==> src/rtl/assert_macros.svh <==
// Assertion macros used by quaternion_arithmetic_unit.sv.
`ifndef ASSERT_MACROS_SVH
`define ASSERT_MACROS_SVH
`ifndef SYNTHESIS
`define ASSERT_IMPLIES(lbl, clk, rst_n, ante, cons) \
	lbl: assert property (@(posedge clk) disable iff (!rst_n) (ante) |-> (cons)) \
	else $error("assertion failed: implication");
`define ASSERT_NEVER(lbl, clk, rst_n, expr) \
	lbl: assert property (@(posedge clk) disable iff (!rst_n) !(expr)) \
	else $error("assertion failed: forbidden condition");
`else
`define ASSERT_IMPLIES(lbl, clk, rst_n, ante, cons)
`define ASSERT_NEVER(lbl, clk, rst_n, expr)
`endif
`endif

==> src/rtl/qau_pkg.sv <==
`default_nettype none
package qau_pkg;
	localparam int FRAC = 16;
	localparam int MW = 65 - FRAC;
	localparam int DW = (MW > 33) ? MW : 33;
	localparam int SQ_STEPS = 33;
	localparam int DIV_STEPS = 32;

	typedef enum logic [3:0] {
		CMD_ADD  = 4'd0,
		CMD_SUB  = 4'd1,
		CMD_MUL  = 4'd2,
		CMD_SCL  = 4'd3,
		CMD_CONJ = 4'd4,
		CMD_NORM = 4'd5,
		CMD_NRMZ = 4'd6,
		CMD_INV  = 4'd7,
		CMD_DIV  = 4'd8,
		CMD_SDIV = 4'd9
	} cmd_t;

	localparam logic [1:0] ST_OK = 2'd0;
	localparam logic [1:0] ST_DIVZ = 2'd1;
	localparam logic [1:0] ST_SAT = 2'd2;

	typedef logic [3:0][31:0] quat_t;

	typedef struct packed {
		cmd_t cmd;
		quat_t a;
		quat_t b;
		logic [31:0] s;
		quat_t er;
		logic esat;
		logic [DW-1:0] m;
		logic [32:0] n;
		logic [DW-1:0] dvs;
		logic err;
		logic [3:0] neg;
		logic [3:0] ovf;
		quat_t dq;
		logic dsat;
	} pass_t;

	typedef struct packed {
		logic [65:0] rad;
		logic [34:0] rem;
		logic [32:0] root;
	} sq_t;

	typedef struct packed {
		logic [DW-1:0] rem;
		logic [31:0] nq;
	} dvl_t;

	typedef dvl_t [3:0] dv_t;

	function automatic logic [32:0] sat32(input logic signed [65:0] v);
		logic [32:0] r;
		if (v > 66'sd2147483647) begin
			r = {1'b1, 32'h7FFF_FFFF};
		end else if (v < -66'sd2147483648) begin
			r = {1'b1, 32'h8000_0000};
		end else begin
			r = {1'b0, v[31:0]};
		end
		return r;
	endfunction

	function automatic logic signed [65:0] trunc_q(input logic signed [65:0] x);
		logic [65:0] bias;
		bias = '0;
		if (x[65]) begin
			bias[FRAC-1:0] = '1;
		end
		return (x + $signed(bias)) >>> FRAC;
	endfunction
endpackage
`default_nettype wire

==> src/rtl/qau_sqrt_cell.sv <==
`default_nettype none
module qau_sqrt_cell (
	input  logic            clk,
	input  logic            arst_n,
	input  logic            in_vld,
	input  qau_pkg::pass_t  in_p,
	input  qau_pkg::sq_t    in_q,
	output logic            out_vld,
	output qau_pkg::pass_t  out_p,
	output qau_pkg::sq_t    out_q
);
	logic [36:0] cur;
	logic [36:0] trial;
	logic [36:0] diff;
	logic ge;
	qau_pkg::sq_t nxt;
	logic vld_q;
	qau_pkg::pass_t p_q;
	qau_pkg::sq_t q_q;

	always_comb begin
		cur = {in_q.rem, in_q.rad[65:64]};
		trial = {2'b00, in_q.root, 2'b01};
		diff = cur - trial;
		ge = (cur >= trial);
		nxt.rad = {in_q.rad[63:0], 2'b00};
		nxt.rem = ge ? diff[34:0] : cur[34:0];
		nxt.root = {in_q.root[31:0], ge};
	end

	always_ff @(posedge clk or negedge arst_n) begin
		if (!arst_n) begin
			vld_q <= 1'b0;
		end else begin
			vld_q <= in_vld;
		end
	end

	always_ff @(posedge clk) begin
		p_q <= in_p;
		q_q <= nxt;
	end

	assign out_vld = vld_q;
	assign out_p = p_q;
	assign out_q = q_q;
endmodule
`default_nettype wire

==> config.mk <==
export PLATFORM = sky130hd
export DESIGN_NAME = qau_sqrt_cell
export DESIGN_NICKNAME = d
export VERILOG_FILES = /design/src/rtl/assert_macros.svh /design/src/rtl/qau_pkg.sv /design/src/rtl/qau_sqrt_cell.sv
export SDC_FILE = /design/constraint.sdc
export NUM_CORES = 1
export LEC_CHECK = 0
export BUFFER_PORTS_ARGS = -buffer_cell sky130_fd_sc_hd__clkbuf_2
export CELL_PAD_IN_SITES_DETAIL_PLACEMENT = 0
export CELL_PAD_IN_SITES_GLOBAL_PLACEMENT = 1
export CORE_AREA = 10 10 626 628
export CTS_BUF_LIST = sky130_fd_sc_hd__clkbuf_2
export CTS_CLUSTER_SIZE = 16
export DETAILED_ROUTE_END_ITERATION = 12
export DIE_AREA = 0 0 636 638
export PLACE_DENSITY_LB_ADDON = 0.1
export SLEW_MARGIN = 20
export SYNTH_ARGS = -nofsm -noshare
export SYNTH_HDL_FRONTEND = slang
export SYNTH_SLANG_ARGS = --single-unit
==> constraint.sdc <==
create_clock -name clk -period 0.8 [get_ports clk]
set_input_delay 0.16 -clock clk [delete_from_list [all_inputs] [get_ports clk]]
set_output_delay 0.16 -clock clk [all_outputs]
set_load 0.01 [all_outputs]
==> impl_metrics.py, run 1 <==
metrics = {
    "place": {
        "routabilityCongestion": 0.878,
        "placedInstanceArea_um2": 36700,
        "portBuffers": 1649,
        "place.detailed.hpwl_um": 201000,
        "dp_slack_ns": -2.76,
    },
    "run_status": {
        "stop_stage": "4_1_cts",
        "status": "aborted with a tool error",
        "tool.error": "[ERROR RSZ-0060] Max buffer count reached.",
    },
    "floorplan": {
        "num_io_pins": 1652,
        "placementRows": 226,
        "die-width_um": 636,
        "initial_core_util_pct": 5.06,
        "die_h_um": 638,
    },
    "clock_network": {
        "htree_levels": 5,
        "clock-sinks": 823,
        "cts_setup_buffers": 0,
        "cts_buffers": 295,
        "cts-root-buf": "clkbuf_2",
        "cts_buffer_depth": 4,
        "holdBufCountCts": 1698,
        "ctsResizeCount": 1360,
    },
    "yosys": {
        "syn_inst": 1179,
        "yosysWarningCount": 0,
        "synth.ff_latch_count": 823,
        "synth.most_common_cell": "dfxtp_1",
        "synth_cell_types": 58,
        "synthesis.area_um2": 19100,
        "synthTopCellsByCount": "dfxtp_1, inv_1, ha_1",
        "synthFlopType": "dfxtp_1",
        "yosysTopAreaCellShare_pct": 86.0,
        "synth-edff-count": 0,
        "yosysSeqAreaShare_pct": 86.1,
        "syn_area_per_cell_um2": 16.2,
        "synth_top_area_cell": "dfxtp_1",
        "async_reset_ff_share_pct": 0.122,
        "synth_area_leaders": "dfxtp_1, ha_1, mux2_4, a21o_1, xnor2_1",
    },
}
[logic make-up after synthesis]
group	share of synthesized area (%)
compound gates	3.91
mux	2.47
buf+inv	1.50
fa+ha+maj	2.29
xor+xnor	1.51
other cells	0.0196
flops	86.1
simple gates	2.22
[stage by stage]
stage	instances	TNS (ns)	util [%]	hold slack [ns]
floorplan	1180	-55.21	-	-0.136
global placement	8020	-96.58	9.71	-0.0634
detailed placement	8020	-94.22	9.71	-0.0644
==> run 2: changes to the inputs <==
CELL_PAD_IN_SITES_DETAIL_PLACEMENT = not set   (was 0)
CELL_PAD_IN_SITES_GLOBAL_PLACEMENT = not set   (was 1)
CORE_AREA = 10 10 643 645   (was 10 10 626 628)
CTS_BUF_LIST = not set   (was sky130_fd_sc_hd__clkbuf_2)
CTS_CLUSTER_SIZE = not set   (was 16)
DIE_AREA = 0 0 653 655   (was 0 0 636 638)
PLACE_DENSITY_LB_ADDON = 0.15   (was 0.1)
clock period = 1.05 ns   (was 0.8 ns; I/O delays follow)
==> run 2 against run 1 <==
Against the previous run:
- the flow now finishes, with violations (hold timing, setup timing)
- synthesized cell count did not move
- synthesized area did not move
==> impl_metrics.py, run 2 <==
metrics = {
    "run_status": {
        "status": "finished with violations",
        "violations": "hold timing, setup timing",
    },
    "layout": {
        "stdcell_area_um2": 64600,
        "layout.nets": 5440,
        "final_common_cell": "dlygate4sd3_1",
        "fin_util_pct": 16.1,
        "layout-drive-gt1-share_pct": 61.0,
        "area_growth_pct": 238,
        "layout_common_cells": "dlygate4sd3_1, clkbuf_2, dfxtp_2",
        "largest_reg_flops": 690,
    },
    "floorplan": {
        "die-width_um": 653,
        "fp.dieArea_um2": 428000,
        "placementRows": 233,
        "die_h_um": 655,
        "core-area_um2": 401000,
        "initial_core_util_pct": 4.78,
        "num_io_pins": 1652,
    },
    "sta": {
        "setup_violations": 859,
        "max_slew_margin_pct": 63.6,
        "slew_violations": 0,
        "worst_slew_pin_slew_ns": 0.543,
        "final_hold_viol_count": 4,
        "holdWs_ns": -0.463,
        "finalCriticalPeriod_ns": 2.10,
        "fmax_mhz": 476,
        "grt_setup_unrepaired": "yes",
        "fin_ws_ns": -1.05,
        "post-route-period-util_pct": 200,
    },
    "clock_network": {
        "cts_buffer_depth": 4,
        "clkTransAtPathRegs_ns": 0.06,
        "clock-sinks": 823,
        "cts_tree": "done",
        "cts-root-buf": "clkbuf_16",
        "cts_buffers": 124,
        "htree_levels": 3,
    },
    "yosys": {
        "synth_area_leaders": "dfxtp_1, ha_1, mux2_4, a21o_1, xnor2_1",
        "synth_top_area_cell": "dfxtp_1",
        "syn_inst": 1179,
        "synth-edff-count": 0,
        "synthTopCellsByCount": "dfxtp_1, inv_1, ha_1",
        "synthFlopType": "dfxtp_1",
        "synth.most_common_cell": "dfxtp_1",
        "synth_cell_types": 58,
        "synth.ff_latch_count": 823,
        "async_reset_ff_share_pct": 0.122,
        "yosysWarningCount": 0,
        "yosysSeqAreaShare_pct": 86.1,
        "synthesis.area_um2": 19100,
        "yosysTopAreaCellShare_pct": 86.0,
        "syn_area_per_cell_um2": 16.2,
    },
    "critical_path": {
        "crit_type": "in2reg",
        "crit_end": "out_q[35]$_DFF_P_",
        "cp_max_fo": 5,
        "cp.arrival_ns": 2.80,
        "crit_start": "in_q[0]",
        "cp-end-kind": "register",
        "cp.required_ns": 1.75,
        "critPathLaunchType": "input pin",
    },
    "power": {
        "leakagePower_nw": 27.4,
        "p_total_mw": 101,
        "peakVddDrop_mv": 1.30,
        "power_density_nw_per_um2": 1560,
    },
    "global_routing": {
        "antenna_found_initial": 247,
        "grt_max_degree": 18,
        "grt_usage_pct": 12.8,
        "grt_pass1_vias": 26700,
        "grt_pass1_wl_um": 344000,
        "overflow": 0,
    },
    "job": {
        "max_cap_viol_count": 0,
    },
    "routing": {
        "wl_um": 287000,
        "vias_per_cell": 2.43,
        "postRouteAntennaNets": 0,
        "wire_per_inst_um": 28.7,
        "dr.pass1.iters": 5,
        "vias": 24400,
        "drt_iter0_markers": 1067,
        "drc_errors": 0,
    },
    "place": {
        "dp_slack_ns": -2.27,
        "portBuffers": 1649,
        "place.detailed.hpwl_um": 252000,
        "placedInstanceArea_um2": 36300,
        "routabilityCongestion": 0.870,
    },
    "worst_hold_path": {
        "hold_class": "in2reg",
    },
}
==> run 2: cell counts after synthesis <==
Identical to the previous run, type by type.
==> run 2: metal layers <==
metal / part of all wire (%) / track usage, % / vias to the layer above
met5: 0.075 / 0 / -
met4: 3.6 / 3.35 / 34
met3: 11 / 6.43 / 605
met2: 51 / 23.6 / 1407
met1: 34 / 12.7 / 11600
li1: - / - / 10700
==> run 2: cell type report <==
class | count | area, um^2
Antenna cell | 51 | 128
Sequential cell | 823 | 17600
Tap cell | 5287 | 6620
Fill cell | 44400 | 336000
Clock buffer | 150 | 3360
Inverter | 41 | 176
Clock inverter | 74 | 946
Multi-Input combinational cell | 298 | 2750
Timing Repair Buffer | 3290 | 33100
==> run 2: timing repair <==
item | CTS | global route
hold endpoints to repair | 823 | 6
gates resized for setup | 1835 | 978
cloned | 2 | 0
setup buffers | 8 | 4
pin swaps | 8 | 8
setup endpoints to repair | 859 | 859
hold buffers | 1479 | 4
==> run 2: worst min-delay path by stage <==
stage | startpoint | to | slack [ns] | cells past startpoint
2_1_floorplan | arst_n | out_vld$_DFF_PN0_ | -0.09 | 0
3_3_place_gp | arst_n | out_vld$_DFF_PN0_ | -0.006 | 1
3_5_place_dp | arst_n | out_vld$_DFF_PN0_ | -0.004 | 1
4_1_cts | in_q[4] | out_q[5]$_DFF_P_ | -0.57 | 1
5_1_grt | in_q[4] | out_q[5]$_DFF_P_ | -0.53 | 1
6_report | in_q[4] | out_q[5]$_DFF_P_ | -0.46 | 1
==> run 2: report_power, final <==
group	internal, mW	switching, mW
clock	27.2	18.4
sequential	33.6	1.76
combinational	11.6	8.25
total	72.4	28.5
==> run 2: cells by family after synthesis <==
kind of cell,after synthesis,share of synthesized area (%)
mux,34,2.47
xor+xnor,33,1.51
compound gates,107,3.91
simple gates,87,2.22
buf+inv,59,1.50
fa+ha+maj,35,2.29
other cells,1,0.0196
flops,823,86.1
==> run 2: critical path: stages <==
cell and delay [ns]:
clkbuf_16 0.12, inv_12 0.03, ha_4 0.22, o21a_1 0.12
o211ai_2 0.27, a311oi_4 0.15, buf_6 0.17, nor4_4 0.28
a2111oi_4 0.15, o21a_4 0.23, o211a_4 0.24, buf_12 0.14
buf_12 0.14, mux2_4 0.30
==> run 2: metrics by stage <==
stage	TNS [ns]	std cells	hold WS (ns)
after floorplan	-48.01	1180	-0.0856
after global placement	-80.89	8264	-0.00602
after detailed placement	-79.74	8264	-0.00384
after CTS	-560.73	9963	-0.574
after global routing	-519.97	9994	-0.534
final	-440.45	10000	-0.463
(Power assumes the default switching activity.)
==> run 3: changes to the inputs <==
CORE_AREA = 10 10 633 635   (was 10 10 643 645)
DIE_AREA = 0 0 643 645   (was 0 0 653 655)
==> run 3 against run 2 <==
Against the previous run:
- largest power group unchanged
- clock power about the same
- the flow still finishes with violations (hold timing, setup timing)
- cell area is 0.15% higher
- largest cell class unchanged
- sequential share of layout area decreased by 0.056 points
==> impl_metrics.py, run 3 (synthesis gave the netlist of run 2 again) <==
metrics = {
    "worst_hold_path": {
        "hold_class": "in2reg",
    },
    "global_routing": {
        "antenna_found_initial": 251,
        "grt_usage_pct": 12.7,
        "grt_max_degree": 20,
        "overflow": 0,
        "grt_pass1_vias": 27000,
        "grt_pass1_wl_um": 335000,
    },
    "floorplan": {
        "core-area_um2": 388000,
        "num_io_pins": 1652,
        "initial_core_util_pct": 4.93,
        "die-width_um": 643,
        "die_h_um": 645,
        "placementRows": 229,
        "fp.dieArea_um2": 415000,
    },
    "sta": {
        "fin_ws_ns": -1.09,
        "fmax_mhz": 468,
        "final_hold_viol_count": 1,
        "slew_violations": 0,
        "setup_violations": 859,
        "finalCriticalPeriod_ns": 2.14,
        "fin_setup_tns_ns": -446.90,
        "holdWs_ns": -0.0444,
        "post-route-period-util_pct": 203,
        "grt_setup_unrepaired": "yes",
    },
    "layout": {
        "layout-drive-gt1-share_pct": 60.6,
        "largest_reg_flops": 690,
        "multiInputGateArea_um2": 2640,
        "final_common_cell": "dlygate4sd3_1",
        "seq_area_um2": 17600,
        "area_growth_pct": 238,
        "layout.nets": 5478,
        "layout_common_cells": "dlygate4sd3_1, clkbuf_2, dfxtp_2",
        "fillCellCount": 43100,
    },
    "clock_network": {
        "htree_levels": 3,
        "cts_tree": "done",
        "cts-root-buf": "clkbuf_16",
        "clock-sinks": 823,
        "clkTransAtPathRegs_ns": 0.06,
        "cts_buffers": 122,
        "cts_buffer_depth": 4,
    },
    "critical_path": {
        "crit_end": "out_q[39]$_DFF_P_",
        "cp-end-kind": "register",
        "cp.arrival_ns": 2.85,
        "critPathLaunchType": "input pin",
        "cp_max_fo": 5,
        "crit_type": "in2reg",
        "crit_start": "in_q[37]",
        "cp.required_ns": 1.77,
    },
    "power": {
        "leakagePower_nw": 27.6,
        "peakVddDrop_mv": 1.55,
        "p_total_mw": 101,
        "power_density_nw_per_um2": 1560,
    },
    "place": {
        "place.detailed.hpwl_um": 241000,
        "routabilityCongestion": 0.880,
        "dp_slack_ns": -2.24,
        "portBuffers": 1649,
    },
    "routing": {
        "vias_per_cell": 2.46,
        "postRouteAntennaNets": 0,
        "drc_errors": 0,
        "wl_um": 275000,
        "wire_per_inst_um": 27.6,
        "drt_iter0_markers": 1054,
        "vias": 24500,
        "dr.pass1.iters": 5,
    },
    "run_status": {
        "violations": "hold timing, setup timing",
        "status": "finished with violations",
    },
    "job": {
        "max_cap_viol_count": 0,
    },
}
[run 3: worst min path at each step]
| stage | from | end | cells past startpoint |
|---|---|---|---|
| floorplan | arst_n | out_vld$_DFF_PN0_ | 0 |
| global placement | arst_n | out_vld$_DFF_PN0_ | 1 |
| detailed placement | arst_n | out_vld$_DFF_PN0_ | 1 |
| CTS | in_q[0] | out_q[1]$_DFF_P_ | 1 |
| global route | in_q[67] | out_q[66]$_DFF_P_ | 5 |
| finish | in_q[67] | out_q[66]$_DFF_P_ | 5 |
[run 3: worst max-delay path, cell delays in order]
cell	delay, ns
clkbuf_2	0.12
ha_4	0.25
buf_4	0.15
a21oi_2	0.21
a311oi_2	0.13
buf_4	0.18
nor4_4	0.25
a2111oi_4	0.14
o21a_2	0.24
o211a_4	0.26
buf_12	0.14
buf_12	0.12
buf_12	0.14
mux2_4	0.29
[run 3: layout make-up]
type	count	area share [%]
Clock inverter	71	1.52
Inverter	41	0.273
Sequential cell	823	27.1
Tap cell	5197	10.0
Timing Repair Buffer	3330	51.6
Clock buffer	154	5.18
Antenna cell	48	0.186
Multi-Input combinational cell	298	4.07
[run 3: metrics by stage]
stage | area (um^2) | utilization (%) | std cells
3_5_place_dp | 35600 | 9.17 | 8164
4_1_cts | 62700 | 16.2 | 9908
2_1_floorplan | 19300 | - | 1180
6_report | 64700 | 16.7 | 9962
5_1_grt | 64700 | 16.7 | 9941
3_3_place_gp | 35600 | 9.17 | 8164
[run 3: routing by layer]
metal  vias to the layer above  GRT usage (%)  share of wire [%]
met3                       547           6.27                 11
met2                      1381           23.9                 52
li1                      10800              -                  -
met5                         -              0               0.12
met1                     11700           12.0                 32
met4                        52           4.07                4.2
[run 3: repair_timing]
action | in CTS | in global routing
endpoints found under the setup margin | 859 | 859
hold endpoints to repair | 823 | 5
hold buffers | 1499 | 5
pin swaps | 7 | 6
gates resized for setup | 1846 | 984
buffers inserted | 18 | 5
gates cloned | 2 | 0
[run 3: power by group]
| part | total (mW) | switching (mW) | internal [mW] |
|---|---|---|---|
| combinational | 19.9 | 8.10 | 11.8 |
| clock | 45.8 | 18.4 | 27.4 |
| sequential | 35.1 | 1.50 | 33.6 |
| total | 101 | 28.0 | 72.7 |
==> run 4: changes to the inputs <==
SKIP_LAST_GASP = 1   (was not set)
==> run 4 against run 3 <==
Against the previous run:
- the run still ends with hold timing, setup timing left
- cell area about the same
- count of clock-buffer cells in the layout unchanged
- die area is the same
- first-iteration DRC count hardly changed
- sequential power about the same
- routed wire length is essentially flat
- maximum frequency unchanged
- power unchanged
- largest cell class unchanged
==> impl_metrics.py, run 4 (synthesis gave the netlist of run 2 again) <==
metrics = {
    "layout": {
        "layout_common_cells": "dlygate4sd3_1, clkbuf_2, dfxtp_2",
        "layout-drive-gt1-share_pct": 60.6,
        "largest_reg_flops": 690,
        "fin_util_pct": 16.7,
        "layout.nets": 5478,
        "area_growth_pct": 238,
        "final_common_cell": "dlygate4sd3_1",
    },
    "floorplan": {
        "initial_core_util_pct": 4.93,
        "fp.dieArea_um2": 415000,
        "die-width_um": 643,
        "die_h_um": 645,
        "placementRows": 229,
        "core-area_um2": 388000,
        "num_io_pins": 1652,
    },
    "routing": {
        "dr.pass1.iters": 5,
        "postRouteAntennaNets": 0,
        "wire_per_inst_um": 27.6,
        "drt_iter0_markers": 1055,
        "vias": 24500,
        "wl_um": 275000,
        "vias_per_cell": 2.46,
        "drc_errors": 0,
    },
    "global_routing": {
        "grt_usage_pct": 12.7,
        "overflow": 0,
        "grt_pass1_vias": 27000,
        "grt_pass1_wl_um": 335000,
        "antenna_found_initial": 251,
        "grt_max_degree": 20,
    },
    "place": {
        "place.detailed.hpwl_um": 241000,
        "routabilityCongestion": 0.880,
        "portBuffers": 1649,
        "dp_slack_ns": -2.24,
    },
    "sta": {
        "grt_setup_unrepaired": "yes",
        "fin_setup_tns_ns": -446.88,
        "post-route-period-util_pct": 203,
        "holdWs_ns": -0.0444,
        "setup_violations": 859,
        "final_hold_viol_count": 1,
        "slew_violations": 0,
        "fmax_mhz": 468,
        "finalCriticalPeriod_ns": 2.14,
        "fin_ws_ns": -1.09,
    },
    "clock_network": {
        "clkTransAtPathRegs_ns": 0.06,
        "clock-sinks": 823,
        "cts-root-buf": "clkbuf_16",
        "htree_levels": 3,
        "cts_buffer_depth": 4,
        "cts_buffers": 122,
        "cts_tree": "done",
    },
    "worst_hold_path": {
        "hold_start": "in_q[67]",
        "holdPathStages": 5,
        "hold_class": "in2reg",
        "holdPathEnd": "out_q[66]$_DFF_P_",
    },
    "critical_path": {
        "crit_type": "in2reg",
        "cp_max_fo": 5,
        "critPathLaunchType": "input pin",
        "cp.arrival_ns": 2.85,
        "cp.required_ns": 1.77,
        "cp-end-kind": "register",
    },
    "power": {
        "p_total_mw": 101,
        "peakVddDrop_mv": 1.55,
        "leakagePower_nw": 27.6,
        "power_density_nw_per_um2": 1560,
    },
    "job": {
        "max_cap_viol_count": 0,
    },
    "run_status": {
        "status": "finished with violations",
        "violations": "hold timing, setup timing",
    },
}
==> run 4: changes by cell type in the layout (fill, tap and decap cells not counted), sizes merged <==
cell | previous run | this run
clkbuf | 1143 | 1142
diode | 48 | 47
buf | 837 | 838
==> run 4: worst max-delay path by stage <==
stage | start | endpoint | slack (ns) | cells past startpoint
floorplan | in_q[23] | out_q[39]$_DFF_P_ | -1.39 | 11
global placement | in_q[6] | out_q[60]$_DFF_P_ | -2.34 | 12
detailed placement | in_q[6] | out_q[57]$_DFF_P_ | -2.24 | 12
CTS | in_q[0] | out_q[63]$_DFF_P_ | -1.07 | 15
global route | in_q[0] | out_q[63]$_DFF_P_ | -1.13 | 15
finish | in_q[37] | out_q[39]$_DFF_P_ | -1.09 | 14
==> run 4: what timing repair did <==
action	in CTS	in global routing
cloned	2	0
setup endpoints to repair	859	859
buffers inserted	18	5
pin swaps	7	6
resized for setup	1845	985
hold endpoints to repair	823	5
hold buffers	1499	5
==> run 4: report_power, final <==
part           switching (mW)  total (mW)  internal [mW]  leakage [nW]
clock                    18.4        45.8           27.4          2.10
combinational            8.10        19.9           11.8          18.5
sequential               1.50        35.1           33.6          6.97
==> run 4: stage by stage <==
stage	hold slack, ns	area [um^2]	std cells
after floorplan	-0.0856	19300	1180
after global placement	-0.00601	35600	8164
final	-0.0444	64700	9961
after detailed placement	-0.00286	35600	8164
after CTS	-0.597	62700	9908
after global routing	-0.0496	64700	9941
==> run 4: layout make-up <==
class | instances | area (um^2)
clock buffer | 154 | 3350
multi-input combinational | 298 | 2640
antenna | 47 | 118
fill | 43100 | 323000
clock inverter | 71 | 982
inverter | 41 | 176
tap | 5197 | 6500
timing repair buffer | 3330 | 33400
sequential | 823 | 17600
==> run 4: worst max-delay path, stage by stage <==
cell and delay [ns]:
clkbuf_2 0.12, ha_4 0.25, buf_4 0.15, a21oi_2 0.21
a311oi_2 0.13, buf_4 0.18, nor4_4 0.25, a2111oi_4 0.14
o21a_2 0.24, o211a_4 0.26, buf_12 0.14, buf_12 0.12
buf_12 0.14, mux2_4 0.29
==> run 4: metal layers <==
metal	vias to the layer above	part of all wire, %	global-route usage (%)
li1	10800	-	-
met1	11700	32	12.0
met2	1381	52	23.9
met3	547	11	6.27
met4	52	4.2	4.07
met5	-	0.12	0
